[config.mk]
export PLATFORM = sky130hd
export DESIGN_NAME = threshold_bitmap_encoder
export DESIGN_NICKNAME = d
export VERILOG_FILES = /design/src/rtl/tbe_pkg.sv /design/src/rtl/threshold_bitmap_encoder.sv /design/src/rtl/tbe_front.sv /design/src/rtl/tbe_fifo.sv /design/src/rtl/tbe_back.sv
export SDC_FILE = /design/constraint.sdc
export NUM_CORES = 1
export LEC_CHECK = 0
export BUFFER_PORTS_ARGS = -buffer_cell sky130_fd_sc_hd__clkbuf_2
export CAP_MARGIN = 15
export CELL_PAD_IN_SITES_DETAIL_PLACEMENT = 1
export CELL_PAD_IN_SITES_GLOBAL_PLACEMENT = 1
export CORE_UTILIZATION = 52
export CTS_CLUSTER_SIZE = 16
export DETAILED_ROUTE_END_ITERATION = 10
export PLACE_DENSITY = 0.83
export SYNTH_ARGS = -nofsm -noshare
export SYNTH_HDL_FRONTEND = slang
export SYNTH_SLANG_ARGS = --single-unit
[constraint.sdc]
create_clock -name clk -period 12.1 [get_ports clk]
set_input_delay 1.815 -clock clk [delete_from_list [all_inputs] [get_ports clk]]
set_output_delay 1.815 -clock clk [all_outputs]
set_load 0.1 [all_outputs]
[src/rtl/tbe_pkg.sv]
// Package for the threshold bitmap encoder.
// Holds the queue entry type, queue sizing and the count limit; no dependencies.
package tbe_pkg;

  localparam int unsigned GROUP_SIZE    = 16;
  localparam int unsigned HEADER_WORDS  = 4;
  localparam int unsigned MAX_ELEMENTS  = 1048576;
  localparam int unsigned CNT_FIELD_MAX = 2097151;
  localparam logic [20:0] CNT_LIMIT     =
    21'((MAX_ELEMENTS > CNT_FIELD_MAX) ? CNT_FIELD_MAX : MAX_ELEMENTS);
  localparam logic [30:0] THR_RESET     = 31'd65536;

  localparam int unsigned FIFO_DEPTH = 4;
  localparam int unsigned FIFO_AW    = $clog2(FIFO_DEPTH);

  typedef struct packed {
    logic signed [31:0] residual;
    logic               flag;
    logic               sign;
    logic               counted;
    logic               last;
  } cls_t;

endpackage

[src/rtl/threshold_bitmap_encoder.sv]
// Threshold bitmap encoder: one Q16.16 element in per beat, one result beat out per element.
// The front end classifies the element combinationally and writes it into a four-entry queue;
// the back end then moves it into the output register whenever the output is not stalled.
// Throughput is one beat per cycle while neither in_stall nor out_stall holds the flow.
// Reset sets the threshold to 1.0 and clears the queue, the group state and the count.
module threshold_bitmap_encoder import tbe_pkg::*; (
  input  logic               clk,
  input  logic               rst_n,
  input  logic               cfg_we,
  input  logic [30:0]        cfg_wdata,
  input  logic               in_valid,
  output logic               in_stall,
  input  logic signed [31:0] in_value,
  input  logic               in_last,
  output logic               out_valid,
  input  logic               out_stall,
  output logic signed [31:0] out_residual,
  output logic [31:0]        out_packed_word,
  output logic               out_word_ready,
  output logic [16:0]        out_word_index,
  output logic [20:0]        out_flagged_count,
  output logic               out_end_of_array
);

  cls_t cls;
  cls_t ent;
  logic full;
  logic empty;
  logic pop;

  assign in_stall = full;

  tbe_front u_front (
    .clk       (clk),
    .rst_n     (rst_n),
    .cfg_we    (cfg_we),
    .cfg_wdata (cfg_wdata),
    .in_value  (in_value),
    .in_last   (in_last),
    .cls       (cls)
  );

  tbe_fifo u_fifo (
    .clk   (clk),
    .rst_n (rst_n),
    .push  (in_valid),
    .din   (cls),
    .full  (full),
    .pop   (pop),
    .dout  (ent),
    .empty (empty)
  );

  tbe_back u_back (
    .clk               (clk),
    .rst_n             (rst_n),
    .ent               (ent),
    .ent_avail         (!empty),
    .ent_pop           (pop),
    .out_valid         (out_valid),
    .out_stall         (out_stall),
    .out_residual      (out_residual),
    .out_packed_word   (out_packed_word),
    .out_word_ready    (out_word_ready),
    .out_word_index    (out_word_index),
    .out_flagged_count (out_flagged_count),
    .out_end_of_array  (out_end_of_array)
  );

endmodule

[src/rtl/tbe_front.sv]
// Front end of the threshold bitmap encoder: threshold register and classification.
// Uses tbe_pkg for the classified entry type.
module tbe_front import tbe_pkg::*; (
  input  logic               clk,
  input  logic               rst_n,
  input  logic               cfg_we,
  input  logic [30:0]        cfg_wdata,
  input  logic signed [31:0] in_value,
  input  logic               in_last,
  output cls_t               cls
);

  logic [30:0]        thr_r;
  logic [30:0]        thr_nxt;
  logic               neg;
  logic [32:0]        mag;
  logic               big;
  logic               half;
  logic signed [32:0] addend;
  logic signed [32:0] res33;

  always_comb begin
    thr_nxt = cfg_we ? cfg_wdata : thr_r;
  end

  always_ff @(posedge clk) begin
    if (!rst_n) begin
      thr_r <= THR_RESET;
    end else begin
      thr_r <= thr_nxt;
    end
  end

  always_comb begin
    neg  = in_value[31];
    mag  = neg ? (33'd0 - {1'b1, in_value}) : {1'b0, in_value};
    big  = mag >= {2'b00, thr_r};
    half = {mag, 1'b0} >= {3'b000, thr_r};
    if (big) begin
      addend = neg ? $signed({2'b00, thr_r}) : -$signed({2'b00, thr_r});
    end else if (neg && half) begin
      addend = $signed({3'b000, thr_r[30:1]});
    end else begin
      addend = 33'sd0;
    end
    res33 = $signed({in_value[31], in_value}) + addend;
    if (res33 > 33'sh0_7FFF_FFFF) begin
      cls.residual = 32'sh7FFF_FFFF;
    end else if (res33 < -33'sh0_8000_0000) begin
      cls.residual = -32'sh8000_0000;
    end else begin
      cls.residual = res33[31:0];
    end
    cls.flag    = big;
    cls.sign    = neg && (big || half);
    cls.counted = big || (neg && half);
    cls.last    = in_last;
  end

endmodule

[src/rtl/tbe_fifo.sv]
// Short queue between the front and back ends of the threshold bitmap encoder.
// Uses tbe_pkg for the entry type and depth.
module tbe_fifo import tbe_pkg::*; (
  input  logic clk,
  input  logic rst_n,
  input  logic push,
  input  cls_t din,
  output logic full,
  input  logic pop,
  output cls_t dout,
  output logic empty
);

  cls_t               mem_r [FIFO_DEPTH];
  logic [FIFO_AW-1:0] wptr_r, wptr_nxt;
  logic [FIFO_AW-1:0] rptr_r, rptr_nxt;
  logic [FIFO_AW:0]   cnt_r, cnt_nxt;
  logic               do_push, do_pop;

  assign full  = cnt_r == (FIFO_AW+1)'(FIFO_DEPTH);
  assign empty = cnt_r == '0;
  assign dout  = mem_r[rptr_r];

  always_comb begin
    do_push  = push && !full;
    do_pop   = pop && !empty;
    wptr_nxt = do_push ? FIFO_AW'(wptr_r + 1'b1) : wptr_r;
    rptr_nxt = do_pop ? FIFO_AW'(rptr_r + 1'b1) : rptr_r;
    cnt_nxt  = cnt_r;
    if (do_push && !do_pop) begin
      cnt_nxt = (FIFO_AW+1)'(cnt_r + 1'b1);
    end else if (do_pop && !do_push) begin
      cnt_nxt = (FIFO_AW+1)'(cnt_r - 1'b1);
    end
  end

  always_ff @(posedge clk) begin
    if (do_push) begin
      mem_r[wptr_r] <= din;
    end
  end

  always_ff @(posedge clk) begin
    if (!rst_n) begin
      wptr_r <= '0;
      rptr_r <= '0;
      cnt_r  <= '0;
    end else begin
      wptr_r <= wptr_nxt;
      rptr_r <= rptr_nxt;
      cnt_r  <= cnt_nxt;
    end
  end

endmodule

[src/rtl/tbe_back.sv]
// Back end of the threshold bitmap encoder: group packing, counting and output register.
// Uses tbe_pkg for the entry type and the count limit.
module tbe_back import tbe_pkg::*; (
  input  logic               clk,
  input  logic               rst_n,
  input  cls_t               ent,
  input  logic               ent_avail,
  output logic               ent_pop,
  output logic               out_valid,
  input  logic               out_stall,
  output logic signed [31:0] out_residual,
  output logic [31:0]        out_packed_word,
  output logic               out_word_ready,
  output logic [16:0]        out_word_index,
  output logic [20:0]        out_flagged_count,
  output logic               out_end_of_array
);

  logic [31:0] part_r, part_nxt;
  logic [3:0]  pos_r, pos_nxt;
  logic [15:0] grp_r, grp_nxt;
  logic [20:0] tot_r, tot_nxt;
  logic        vld_r, vld_nxt;

  logic signed [31:0] res_r;
  logic [31:0]        word_r;
  logic               rdy_r;
  logic [16:0]        idx_r;
  logic [20:0]        cnt_r;
  logic               eoa_r;

  logic [31:0] word;
  logic        ready;
  logic [20:0] tot_upd;

  assign ent_pop = ent_avail && (!vld_r || !out_stall);

  always_comb begin
    word = part_r;
    if (ent.flag) begin
      word[pos_r] = 1'b1;
    end
    if (ent.sign) begin
      word[{1'b1, pos_r}] = 1'b1;
    end
    ready   = ent.last || (pos_r == 4'(GROUP_SIZE - 1));
    tot_upd = (ent.counted && (tot_r < CNT_LIMIT)) ? 21'(tot_r + 1'b1) : tot_r;

    part_nxt = part_r;
    pos_nxt  = pos_r;
    grp_nxt  = grp_r;
    tot_nxt  = tot_r;
    vld_nxt  = vld_r && out_stall;
    if (ent_pop) begin
      vld_nxt = 1'b1;
      if (ent.last) begin
        part_nxt = '0;
        pos_nxt  = '0;
        grp_nxt  = '0;
        tot_nxt  = '0;
      end else if (ready) begin
        part_nxt = '0;
        pos_nxt  = '0;
        grp_nxt  = 16'(grp_r + 1'b1);
        tot_nxt  = tot_upd;
      end else begin
        part_nxt = word;
        pos_nxt  = 4'(pos_r + 1'b1);
        tot_nxt  = tot_upd;
      end
    end
  end

  always_ff @(posedge clk) begin
    if (!rst_n) begin
      part_r <= '0;
      pos_r  <= '0;
      grp_r  <= '0;
      tot_r  <= '0;
      vld_r  <= 1'b0;
    end else begin
      part_r <= part_nxt;
      pos_r  <= pos_nxt;
      grp_r  <= grp_nxt;
      tot_r  <= tot_nxt;
      vld_r  <= vld_nxt;
    end
  end

  always_ff @(posedge clk) begin
    if (ent_pop) begin
      res_r  <= ent.residual;
      word_r <= ready ? word : 32'd0;
      rdy_r  <= ready;
      idx_r  <= 17'({1'b0, grp_r} + 17'(HEADER_WORDS));
      cnt_r  <= tot_upd;
      eoa_r  <= ent.last;
    end
  end

  assign out_valid         = vld_r;
  assign out_residual      = res_r;
  assign out_packed_word   = word_r;
  assign out_word_ready    = rdy_r;
  assign out_word_index    = idx_r;
  assign out_flagged_count = cnt_r;
  assign out_end_of_array  = eoa_r;

endmodule

Word level (Yosys, flattened, before mapping)
Memory sizes are Yosys's and may differ from the RTL's. A register that Yosys moved wholly into a read port is not among the register bits.
Index checks and enable logic that the tools add are counted.

storage, ports and cells
  RAM bits = 144
  output and inout port bits = 106
  memories kept = 1
  logic and storage cells = 92
  bits of input ports = 69
  flip-flop bits (word level) = 216

cells by class
  multiplexer cells = 27
  bitwise logic cells = 2
  $add $sub $neg = 11
  equality and inequality tests = 2
  reduce and logical (&&, ||, !) cells = 25
  $lt $le $gt $ge = 9

memory list
  memory        words  width  read ports  clocked after memory_dff  write ports  RTL line        RTL
  u_fifo.mem_r  4      36     1           1                         1            tbe_fifo.sv:14  cls_t mem_r [FIFO_DEPTH];

operators by type and width
  cell                     number
  $mux W32                 6
  $mux W33                 3
  $mux W21                 2
  $ge A34 B31 Y1           1
  $add A32 B33 Y33         1
  $ge A33 B31 Y1           1
  $gt A33 B32 Y1 const B   1
  $lt A33 B32 Y1 const B   1
  $neg A31 Y33             1
  $sub A1 B33 Y33 const A  1
  $mux W16                 2
  $or A32 B16 Y32          1
  $or A32 B32 Y32          1
  $mux W30                 1
  $add A21 B1 Y21 const B  1
  $lt A21 B21 Y1 const B   1
  $add A16 B3 Y17 const B  1
  $add A16 B1 Y16 const B  1
  $logic_and A1 B1 Y1      11
  $demux W1 S4             2
  $mux W4                  2
  $logic_not A1 Y1         6
  $lt A4 B6 Y1 const B     1
  $lt A5 B6 Y1 const B     1
  other kinds (15)         26

Logic depth before layout (Yosys ltp)
Gate-level depths: netlist of run 1.

  word-level depth = 10
  gate-level depth with buffers = 30
  mapped depth without buffers = 27

Cells and area by module
Synthesis of run 1 repeated with hierarchy kept, for this count alone.

second synthesis, totals
  cells, all modules = 1,666
  area total of the unflattened synthesis = 18,975.7 um^2

by module, submodules not included
  module                    sequential area each (um^2)  cells an instance  times used  area each (um^2)
  tbe_back                  4,604.4                      628                1           7,110.6
  tbe_front                 620.6                        801                1           6,129.6
  tbe_fifo                  4,504.3                      236                1           5,731.7
  threshold_bitmap_encoder  0.0                          1                  1           3.8

Worst setup path after synthesis of run 1
No wires, ideal clock.

  path type = input to register
  start point = in in_value[15]
  end point = mem u_fifo.mem_r[0][6] (netlist name) (data pin)
  library setup time = 277 ps
  stages on the path = 27
  required time = 11,823 ps
  arrival time = 7,929 ps
  setup slack = 3,894 ps
  path buffers = 5
  cell sequence = or4_4 -> nor4_1 -> or4b_1 -> buf_2 -> o41ai_1 -> xnor2_1 -> ha_1 -> nand4_1 -> nor4_1 -> a32oi_1 -> nand4_1 -> nor3_2 -> o211ai_1 -> buf_2 -> buf_2 -> o22ai_1 -> ha_1 -> clkbuf_1 -> and4_1 -> nand4_1 -> a21oi_1 -> a211oi_1 -> o22ai_1 -> mux2i_1 -> o311ai_0 -> clkbuf_1 -> maj3_1

RTL lines
  item                RTL line                        RTL
  start: declaration  threshold_bitmap_encoder.sv:13  input logic signed [31:0] in_value,
  end: declaration    tbe_fifo.sv:14

==> impl_metrics.yaml, run 1 <==
status:
  outcome: "finished with violations"
  violations: "design-rule violations"
setup_path:
  startpoint_type: "input port"
  critPathKind: "in -> reg"
  arrival_ns: 9.40
  end_kind: "register"
  required_ns: 12.38
  path_max_fanout: 32
timing:
  clock.fmax_mhz: 110
  worst_slew_pin_slew_ns: 1.18
  fin_setup_tns_ns: 0
  period_needed_ns: 9.12
  hold_viol_final: 0
  drv_slew: 0
  rsz0062_at_grt: "false"
  setup_violations: 0
  timing.final.crit_share_pct: 75.4
  finalClockSkew_ns: 0.0275
  timing.slew.headroom_pct: 21.5
routing:
  wl_met3_mm: 2.53
  drc: 22
  drt-initial-drc-count: 963
  dr.pass1.iters: 8
  final_antenna_net_count: 0
  vias: 14000
  routed_wl_mm: 54.3
  routed.top_layer: "met4"
  wl_met1_mm: 22.8
  avgRoutedWirePerCell_microns: 23.4
  dr_wl_met2_mm: 27.0
  drt-vias-per-instance: 6.06
placed_design:
  place.gp.congestion: 0.895
  io_buffer_count: 174
  hpwl_mm: 37.6
logic_synthesis:
  synth_top_area_cell: "edfxtp_1"
  yosysUniqueCellTypes: 66
  ys_seq_area_share_pct: 51.4
  synthesis.area_sq_um: 18900
  ys_warn_count: 0
  async_flop_share_pct: 0
  ys_top_cells_by_area: "edfxtp_1 (39%), dfxtp_1 (12%), ha_1 (7.1%), xnor2_1 (4.5%), mux4_2 (4.3%)"
  synth_edf_count: 248
  ys_seq_elements: 362
  syn_inst: 1672
  post-synth-top-count-cell: "edfxtp_1"
  synthesis.nets: 1850
  synth-main-ff-cell: "edfxtp_1"
  ys_top_cells_by_count: "edfxtp_1 (248), nor2_1 (149), a21oi_1 (142), dfxtp_1 (114), ha_1 (107)"
  yosys.area.top_type_share_pct: 39.4
  avgSynthCellArea_sq_um: 11.3
floorplan:
  core_sq_um: 35700
  io_pins: 175
  rows: 69
  start_util_pct: 53.0
  die_area_sq_um: 37100
  die_w_microns: 193
  die_h_microns: 193
final_layout:
  final_util_pct: 60.0
  final_layout_size_suffix_gt1_share_pct: 17.4
  fillers: 3728
  final_nets: 2000
  area_growth_pct: 13.2
cts:
  clk_transition_reported_paths_ns: 0.06
  numCtsBuffers: 39
  cts_setup_buffers: 0
  tritoncts: "done"
  root_buffer: "clkbuf_16"
  clock_sinks: 362
  clkLatencyLatePin_ns: 0.57
  clk_path_buf_depth: 3
  cts_resized: 0
  cts_max_level: 2
  hold_buffers: 0
power:
  pwr_density_cell_nw_per_um2: 260
  p_leak_uw: 0.00816
  ir_drop_mv: 0.219
global_route:
  grt_use_total_pct: 29.5
  overflow: 0
  grt_max_degree: 71
  first_global_vias: 14600
  grt_pass1_wl_mm: 82.9
  antenna_found_initial: 5
flow_run:
  maxCapViolations: 0
min_path:
  min_path_type: "reg -> reg"
[worst max-delay path: stages]
cell      delay, ns
clkbuf_2       0.11
or4_4          0.56
nor4_1         0.33
or4b_1         0.61
o31ai_1        0.46
xnor2_1        0.15
ha_1           0.31
nand4_1        0.14
nor4_1         0.59
nand2_1        0.10
a211oi_1       0.33
nor3_4         0.13
o211ai_1       0.11
buf_4          0.34
o22ai_1        0.14
ha_1           0.46
nand4_1        0.26
or4_1          0.58
a211oi_1       0.40
nand2b_1       0.16
o21ai_0        0.12
a21boi_1       0.27
xnor2_2        0.10
buf_4          0.28
maj3_1         0.49
[layer usage]
layer | GRT usage [%] | vias up
met5 | 0 | -
met4 | 12.1 | 0
met3 | 4.66 | 124
met2 | 50.0 | 416
met1 | 37.4 | 7032
li1 | - | 6462
[report_power, final]
| part | switching [uW] | internal (uW) | leakage (uW) |
|---|---|---|---|
| clock network | 500 | 652 | 0.000583 |
| logic | 2040 | 519 | 0.00429 |
| registers | 101 | 1750 | 0.00329 |
[cells in the final DEF (no fill, tap or decap), types with 36 or more instances in the layout]
master | Yosys | routed
nand2_1 | 75 | 75
mux4_2 | 36 | 36
xnor2_1 | 98 | 98
ha_1 | 107 | 107
dfxtp_1 | 114 | 113
nor2_1 | 149 | 148
inv_1 | 64 | 63
o21ai_0 | 51 | 51
edfxtp_1 | 248 | 248
clkbuf_2 | 0 | 174
clkbuf_16 | 0 | 40
nor2b_1 | 57 | 57
a21oi_1 | 142 | 142
[kinds of logic after synthesis]
kind of cell	count (synthesis)	share of synthesized area (%)
AND/OR/NAND/NOR	456	12.2
XOR/XNOR	133	6.20
buffers and inverters	145	3.03
flip-flops	362	51.4
multiplexers	73	6.26
AO/OA/AOI/OAI	363	11.7
adder cells (fa/ha/maj)	140	9.12
[final timing paths]
path,start,to,slack (ns),cells after the start
max,in_value[15],u_fifo.mem_r[0][7],2.98,25
min,u_back.part_r[31],u_back.part_r[31],0.44,2
max reg2reg,u_front.thr_r[5],u_fifo.mem_r[0][7],5.75,21
min reg2reg,u_back.part_r[31],u_back.part_r[31],0.44,2
[state kept, by name, indices dropped and copies added (netlist names), 2 cells and up, named ones only]
name and cells:
u_fifo.wptr_r 2, u_front.thr_r 31, u_back.grp_r 16, u_fifo.mem_r 144
u_back.out_word_index 17, u_back.tot_r 21, u_back.pos_r 4, u_back.part_r 32
u_back.out_residual 32, u_back.out_packed_word 32, u_fifo.rptr_r 2, u_fifo.cnt_r 3
u_back.out_flagged_count 21
[per-stage QoR]
step	worst slack [ns]	instances	hold slack (ns)	area (sq um)	power, uW
2_1_floorplan	3.89	1672	0.408	18900	3910
3_3_place_gp	2.83	2242	0.414	20200	4320
3_5_place_dp	2.57	2242	0.425	20200	4410
4_1_cts	3.12	2311	0.434	21400	5580
5_1_grt	2.49	2316	0.459	21400	5770
6_report	2.98	2316	0.438	21400	5550
[area by class of cell]
cell class	instances	area (sq um)	area share, %
well taps	461	577	2.70
inverters	64	243	1.13
diodes	5	12.5	0.0585
clock inverters	21	186	0.871
repair buffers	190	991	4.63
clock buffers	48	1030	4.82
flip-flops and latches	362	9730	45.5
multi-input cells	1165	8630	40.3
No activity file was read; power rests on OpenSTA's default activity.
==> run 2, diff against run 1 <==
CORE_UTILIZATION = 48   (was 52)
PLACE_DENSITY = 0.77   (was 0.83)
clock period = 9.45 ns   (was 12.1 ns; I/O delays follow)
==> run 2 against run 1 <==
Against the previous run:
- the run now ends clean
- die area rose by 8.2%
- clock power rose by 32%
- sequential share of layout area fell by 0.51 points
- global-route usage fell by 3.4 points
- total power rose by 29%
- combinational power rose by 28%
- non-clock buffer count rose by 14
- final area rose by 1.1%
- critical path depth rose by 3
- hold slack got worse by 0.0030 ns
- sequential cell count did not move
- critical endpoint is now u_fifo.mem_r[2][26]
==> impl_metrics.yaml, run 2 (synthesis results as in run 1) <==
timing:
  finalClockSkew_ns: 0.0275
  timing.slew.headroom_pct: 28.7
  period_needed_ns: 8.67
  whs_ns: 0.435
  drv_slew: 0
  setup_violations: 0
  fin_setup_tns_ns: 0
  setup_ws_ns: 0.778
  timing.final.crit_share_pct: 91.8
  rsz0062_at_grt: "false"
  clock.fmax_mhz: 115
  hold_viol_final: 0
  worst_slew_pin_slew_ns: 1.07
routing:
  drt-initial-drc-count: 832
  drt-vias-per-instance: 5.80
  avgRoutedWirePerCell_microns: 21.6
  routed_wl_mm: 51.7
  drc: 0
  vias: 13800
  dr.pass1.iters: 5
  final_antenna_net_count: 0
power:
  power_switching_uw: 3340
  power_uw: 7140
  pwr_density_cell_nw_per_um2: 330
  ir_drop_mv: 0.216
  internal_power_uw: 3800
  p_leak_uw: 0.00828
  switching_share_pct: 46.8
  p_clk_share_pct: 21.3
  p_seq_share_pct: 32.9
  p_comb_share_pct: 45.8
setup_path:
  rr_startpoint: "u_front.thr_r[5]"
  arrival_ns: 8.95
  end_kind: "register"
  critPathKind: "in -> reg"
  worstReg2RegEnd: "u_fifo.mem_r[2][26]"
  required_ns: 9.72
  startpoint_type: "input port"
  path_max_fanout: 21
  ff2ff_setup_slack_ns: 3.07
  reg2reg_depth: 22
cts:
  cts_resized: 0
  numCtsBuffers: 39
  tritoncts: "done"
  root_buffer: "clkbuf_16"
  clock_sinks: 362
  clkLatencyLatePin_ns: 0.56
  cts_setup_buffers: 0
  cts_max_level: 2
  clk_transition_reported_paths_ns: 0.06
  clk_path_buf_depth: 3
  hold_buffers: 0
final_layout:
  final_common_cell: "edfxtp_1"
  layout_common_cells: "edfxtp_1 (248), clkbuf_2 (174), nor2_1 (148)"
  final_util_pct: 55.9
  final_nets: 2014
  area_growth_pct: 14.4
  largest-register: "u_fifo.mem_r"
  final_layout_size_suffix_gt1_share_pct: 18.5
  largest_reg_flops: 144
floorplan:
  die_area_sq_um: 40200
  die_w_microns: 201
  io_pins: 175
  rows: 72
  start_util_pct: 48.8
  die_h_microns: 201
  core_sq_um: 38700
placed_design:
  io_buffer_count: 174
  place.gp.congestion: 0.885
  place_ws_ns: 0.309
  hpwl_mm: 37.8
flow_run:
  maxCapViolations: 0
min_path:
  hold_start: "u_back.part_r[15]"
  hold_end: "u_back.part_r[15]"
  hold_path_depth: 2
  min_path_type: "reg -> reg"
global_route:
  overflow: 0
  grt_use_total_pct: 26.1
  grt_max_degree: 65
  grt_pass1_wl_mm: 81.5
  first_global_vias: 14500
  antenna_found_initial: 3
status:
  outcome: "completed"
## run 2: cell count changes in the layout (fill, tap and decap cells not counted), sizes merged
cell      delta
clkinv       +1
bufinv       +1
clkinvlp     -1
buf         +14
diode        -2
clkbuf       +1
## run 2: metal layers
metal / up-vias / track usage (%) / share of wire [%]
met2: 341 / 44.4 / 50
met4: 0 / 8.34 / 2.4
met1: 6917 / 34.3 / 44
met3: 78 / 3.73 / 4.1
met5: - / 0 / 0
li1: 6497 / - / -
## run 2: layout make-up
type | count | area, sq um
well taps | 518 | 648
inverters | 64 | 243
diodes | 3 | 7.51
flip-flops and latches | 362 | 9730
clock inverters | 22 | 225
repair buffers | 204 | 1100
clock buffers | 49 | 1060
fillers | 4169 | 17100
multi-input cells | 1165 | 8630
## run 2: worst max path at each step
stage                     slack (ns)  cells after the start          from             endpoint
after floorplan                 1.64                     27  in_value[15]   u_fifo.mem_r[0][6]
after global placement          0.67                     28   in_value[4]  u_fifo.mem_r[0][21]
after detailed placement        0.31                     25  in_value[15]  u_fifo.mem_r[2][23]
after CTS                       0.85                     25  in_value[15]  u_fifo.mem_r[2][24]
after global routing            0.32                     28   in_value[4]  u_fifo.mem_r[2][24]
final                           0.78                     28   in_value[4]  u_fifo.mem_r[2][26]
## run 2: power groups by stage
stage | clock, uW | sequential, uW | combinational (uW)
after floorplan | 0 | 3880 | 1120
after global placement | 0 | 2360 | 3200
after detailed placement | 0 | 2390 | 3280
after CTS | 1550 | 2360 | 3290
after global routing | 1600 | 2390 | 3440
final | 1520 | 2350 | 3270
## run 2: stage by stage
step                      area [sq um]  std cells
after floorplan                  18900       1672
after global placement           20300       2313
after detailed placement         20300       2313
after CTS                        21600       2384
after global routing             21600       2387
final                            21600       2387
## run 2: worst max-delay path, stage by stage
cell	delay, ns
clkbuf_2	0.12
nor4_1	0.35
nand2_1	0.27
nor2_1	0.15
nand2_1	0.10
or3_1	0.41
or2_2	0.32
o41ai_1	0.32
xnor2_1	0.16
ha_1	0.32
nand4_1	0.15
nor4_1	0.48
nand2_1	0.13
a211oi_1	0.36
nor3_4	0.07
o211ai_1	0.16
buf_4	0.33
o22ai_1	0.13
ha_1	0.45
nand4_1	0.21
or4_1	0.56
a211oi_1	0.44
nand2b_1	0.17
o21ai_0	0.12
a21boi_1	0.28
xnor2_2	0.33
buf_4	0.28
maj3_2	0.35
==> run 3, diff against run 2 <==
ABC_AREA = 1   (was not set)
CORE_UTILIZATION = 46   (was 48)
==> run 3 against run 2 <==
Against the previous run:
- count of clock-buffer cells in the layout is 6 higher
- via count is 16% higher
- clock skew is 0.013 ns lower
- synthesized area is 2.4% higher
- critical path depth is 9 higher
- synthesized cell count is 32% higher
- non-clock buffer count is 14 lower
- maximum frequency is 6.3% higher
- sequential power is 2% higher
- largest cell class unchanged
==> impl_metrics.yaml, run 3 <==
final_layout:
  finalInstanceArea_sq_um: 22100
  final_nets: 2539
  fillers: 4860
  layout_common_cells: "nand2_1 (396), nor2_1 (288), edfxtp_1 (248)"
  final_common_cell: "nand2_1"
  stdcell_count: 2925
  largest_reg_flops: 144
  largest-register: "u_fifo.mem_r"
  final_util_pct: 53.5
  diodes: 0
  final_layout_size_suffix_gt1_share_pct: 13.0
  area_growth_pct: 13.9
logic_synthesis:
  async_flop_share_pct: 0
  synthesis.nets: 2384
  ys_warn_count: 0
  ys_seq_elements: 362
  avgSynthCellArea_sq_um: 8.78
  synth_top_area_cell: "edfxtp_1"
  ys_seq_area_share_pct: 50.2
  ys_top_cells_by_count: "nand2_1 (397), nor2_1 (292), edfxtp_1 (248), inv_1 (206), a21oi_1 (178)"
  syn_inst: 2206
  post-synth-top-count-cell: "nand2_1"
  ys_top_cells_by_area: "edfxtp_1 (38%), dfxtp_1 (12%), nand2_1 (7.7%), ha_1 (6.9%), nor2_1 (5.7%)"
  synthesis.area_sq_um: 19400
  yosys.area.top_type_share_pct: 38.4
  synth_edf_count: 248
  yosysUniqueCellTypes: 55
  synth-main-ff-cell: "edfxtp_1"
cts:
  numCtsBuffers: 40
  tritoncts: "done"
  cts_resized: 0
  clkLatencyLatePin_ns: 0.57
  clk_transition_reported_paths_ns: 0.06
  cts_setup_buffers: 0
  clk_path_buf_depth: 3
  cts_max_level: 2
  clock_sinks: 362
  hold_buffers: 0
  root_buffer: "clkbuf_16"
setup_path:
  required_ns: 9.73
  startpoint_type: "input port"
  slowest_delay_ns: 0.61
  end_kind: "register"
  critPathBufInv: 5
  cp_slowest_cell: "nand3_2"
  cp_top_family: "simple AND/OR/NAND/NOR gates"
  ff2ff_setup_slack_ns: 3.60
  arrival_ns: 8.44
  path_max_fanout: 31
  cp_common_cell: "nand3_1"
  critPathKind: "in -> reg"
global_route:
  grtUsageMet3_pct: 2.89
  top_usage_layer: "met2"
  grt_pass1_wl_mm: 89.1
  grt_max_degree: 88
  antenna_found_initial: 0
  first_global_vias: 16500
  use_met2_pct: 43.6
  grt_use_total_pct: 26.1
  met1_usage_pct: 35.8
  overflow: 0
power:
  pwr_density_cell_nw_per_um2: 339
  ir_drop_mv: 0.510
  p_leak_uw: 0.00933
routing:
  dr.pass1.iters: 5
  vias: 16000
  drt-initial-drc-count: 841
  avgRoutedWirePerCell_microns: 19.0
  drt-vias-per-instance: 5.47
  drc: 0
  routed_wl_mm: 55.5
  final_antenna_net_count: 0
timing:
  hold_viol_final: 0
  drv_slew: 0
  rsz0062_at_grt: "false"
  setup_violations: 0
  worst_slew_pin_slew_ns: 1.06
  fin_setup_tns_ns: 0
  finalClockSkew_ns: 0.0147
  clock.fmax_mhz: 123
  period_needed_ns: 8.16
  timing.final.crit_share_pct: 86.4
  timing.slew.headroom_pct: 29.4
floorplan:
  rows: 74
  die_w_microns: 207
  core_sq_um: 41200
  die_area_sq_um: 42900
  start_util_pct: 47.0
  io_pins: 175
  die_h_microns: 207
placed_design:
  io_buffer_count: 174
  place_area_sq_um: 20700
  dp_cells: 2851
  hpwl_mm: 39.6
  place.gp.congestion: 0.892
min_path:
  min_path_type: "reg -> reg"
status:
  outcome: "completed"
flow_run:
  maxCapViolations: 0
## run 3: cell types whose count changed after synthesis, moves of 28 or more
cell,previous run,this run
o21ai_0,51,165
mux4_2,36,0
nor2b_1,57,0
mux2i_1,35,1
maj3_2,29,0
nor3_1,17,61
nor2_1,149,292
nand2_1,75,397
nand3_1,22,91
xnor2_1,98,27
a21oi_1,142,178
and2_1,28,0
inv_1,64,206
xor2_1,34,72
## run 3: cell families (layout without fill, tap and decap cells)
family	count (synthesis)	count (layout)	share of synthesized area (%)
simple gates	921	921	20.4
compound gates	423	423	11.7
flops	362	362	50.2
buf+inv	290	477	6.02
fa+ha+maj	109	109	7.12
xor+xnor	100	100	4.56
mux	1	1	0.0517
## run 3: cell type report
class / count / area [sq um] / area share, %
tap: 532 / 666 / 3.02
sequential: 362 / 9730 / 44.1
clock inverter: 19 / 256 / 1.16
multi-input combinational: 1554 / 8510 / 38.6
timing repair buffer: 190 / 991 / 4.49
inverter: 213 / 807 / 3.66
clock buffer: 55 / 1100 / 4.98
## run 3: report_power, final
| group | switching [uW] | internal, uW |
|---|---|---|
| Clock | 645 | 958 |
| Combinational | 2920 | 566 |
| Sequential | 122 | 2270 |
| Total | 3690 | 3790 |
## run 3: per-layer routing
metal,wire [microns],part of all wire [%]
met1,26100,47
met2,26200,47
met3,2030,3.6
met4,1160,2.1
met5,0,0
## run 3: per-stage QoR
stage	power, uW	setup slack [ns]	hold WS, ns
detailed placement	5890	0.830	0.447
global placement	5800	1.26	0.425
global route	7820	0.605	0.476
floorplan	5210	3.06	0.416
CTS	7520	1.38	0.455
finish	7480	1.29	0.449
## run 3: worst paths after layout
path,from,endpoint,cells past startpoint
worst max-delay path,in_value[0],u_fifo.mem_r[2][26],37
worst min-delay path,u_back.part_r[31],u_back.part_r[31],2
worst max register to register,u_front.thr_r[16],u_fifo.mem_r[2][26],27
worst min register to register,u_back.part_r[31],u_back.part_r[31],2
## run 3: worst register-to-register path: stages (launching register included)
cell and delay [ns]:
dfxtp_1 0.40, inv_1 0.18, ha_1 0.34, nand2_1 0.07, nor2_1 0.18, nand3_1 0.13, nor2_1 0.13, nor2_1 0.06
nand3_1 0.07, nand2_1 0.06, nand2_1 0.06, nand2_1 0.06, nand2_2 0.31, clkinv_1 0.42, o21ai_0 0.33, ha_1 0.25
fa_1 0.21, nand2_1 0.06, inv_1 0.08, nand2_1 0.06, nand2_1 0.12, a21oi_1 0.14, o21ai_1 0.39, a31oi_1 0.22
nand3_1 0.16, nand3_2 0.61, nand2_1 0.33, nand2_1 0.14
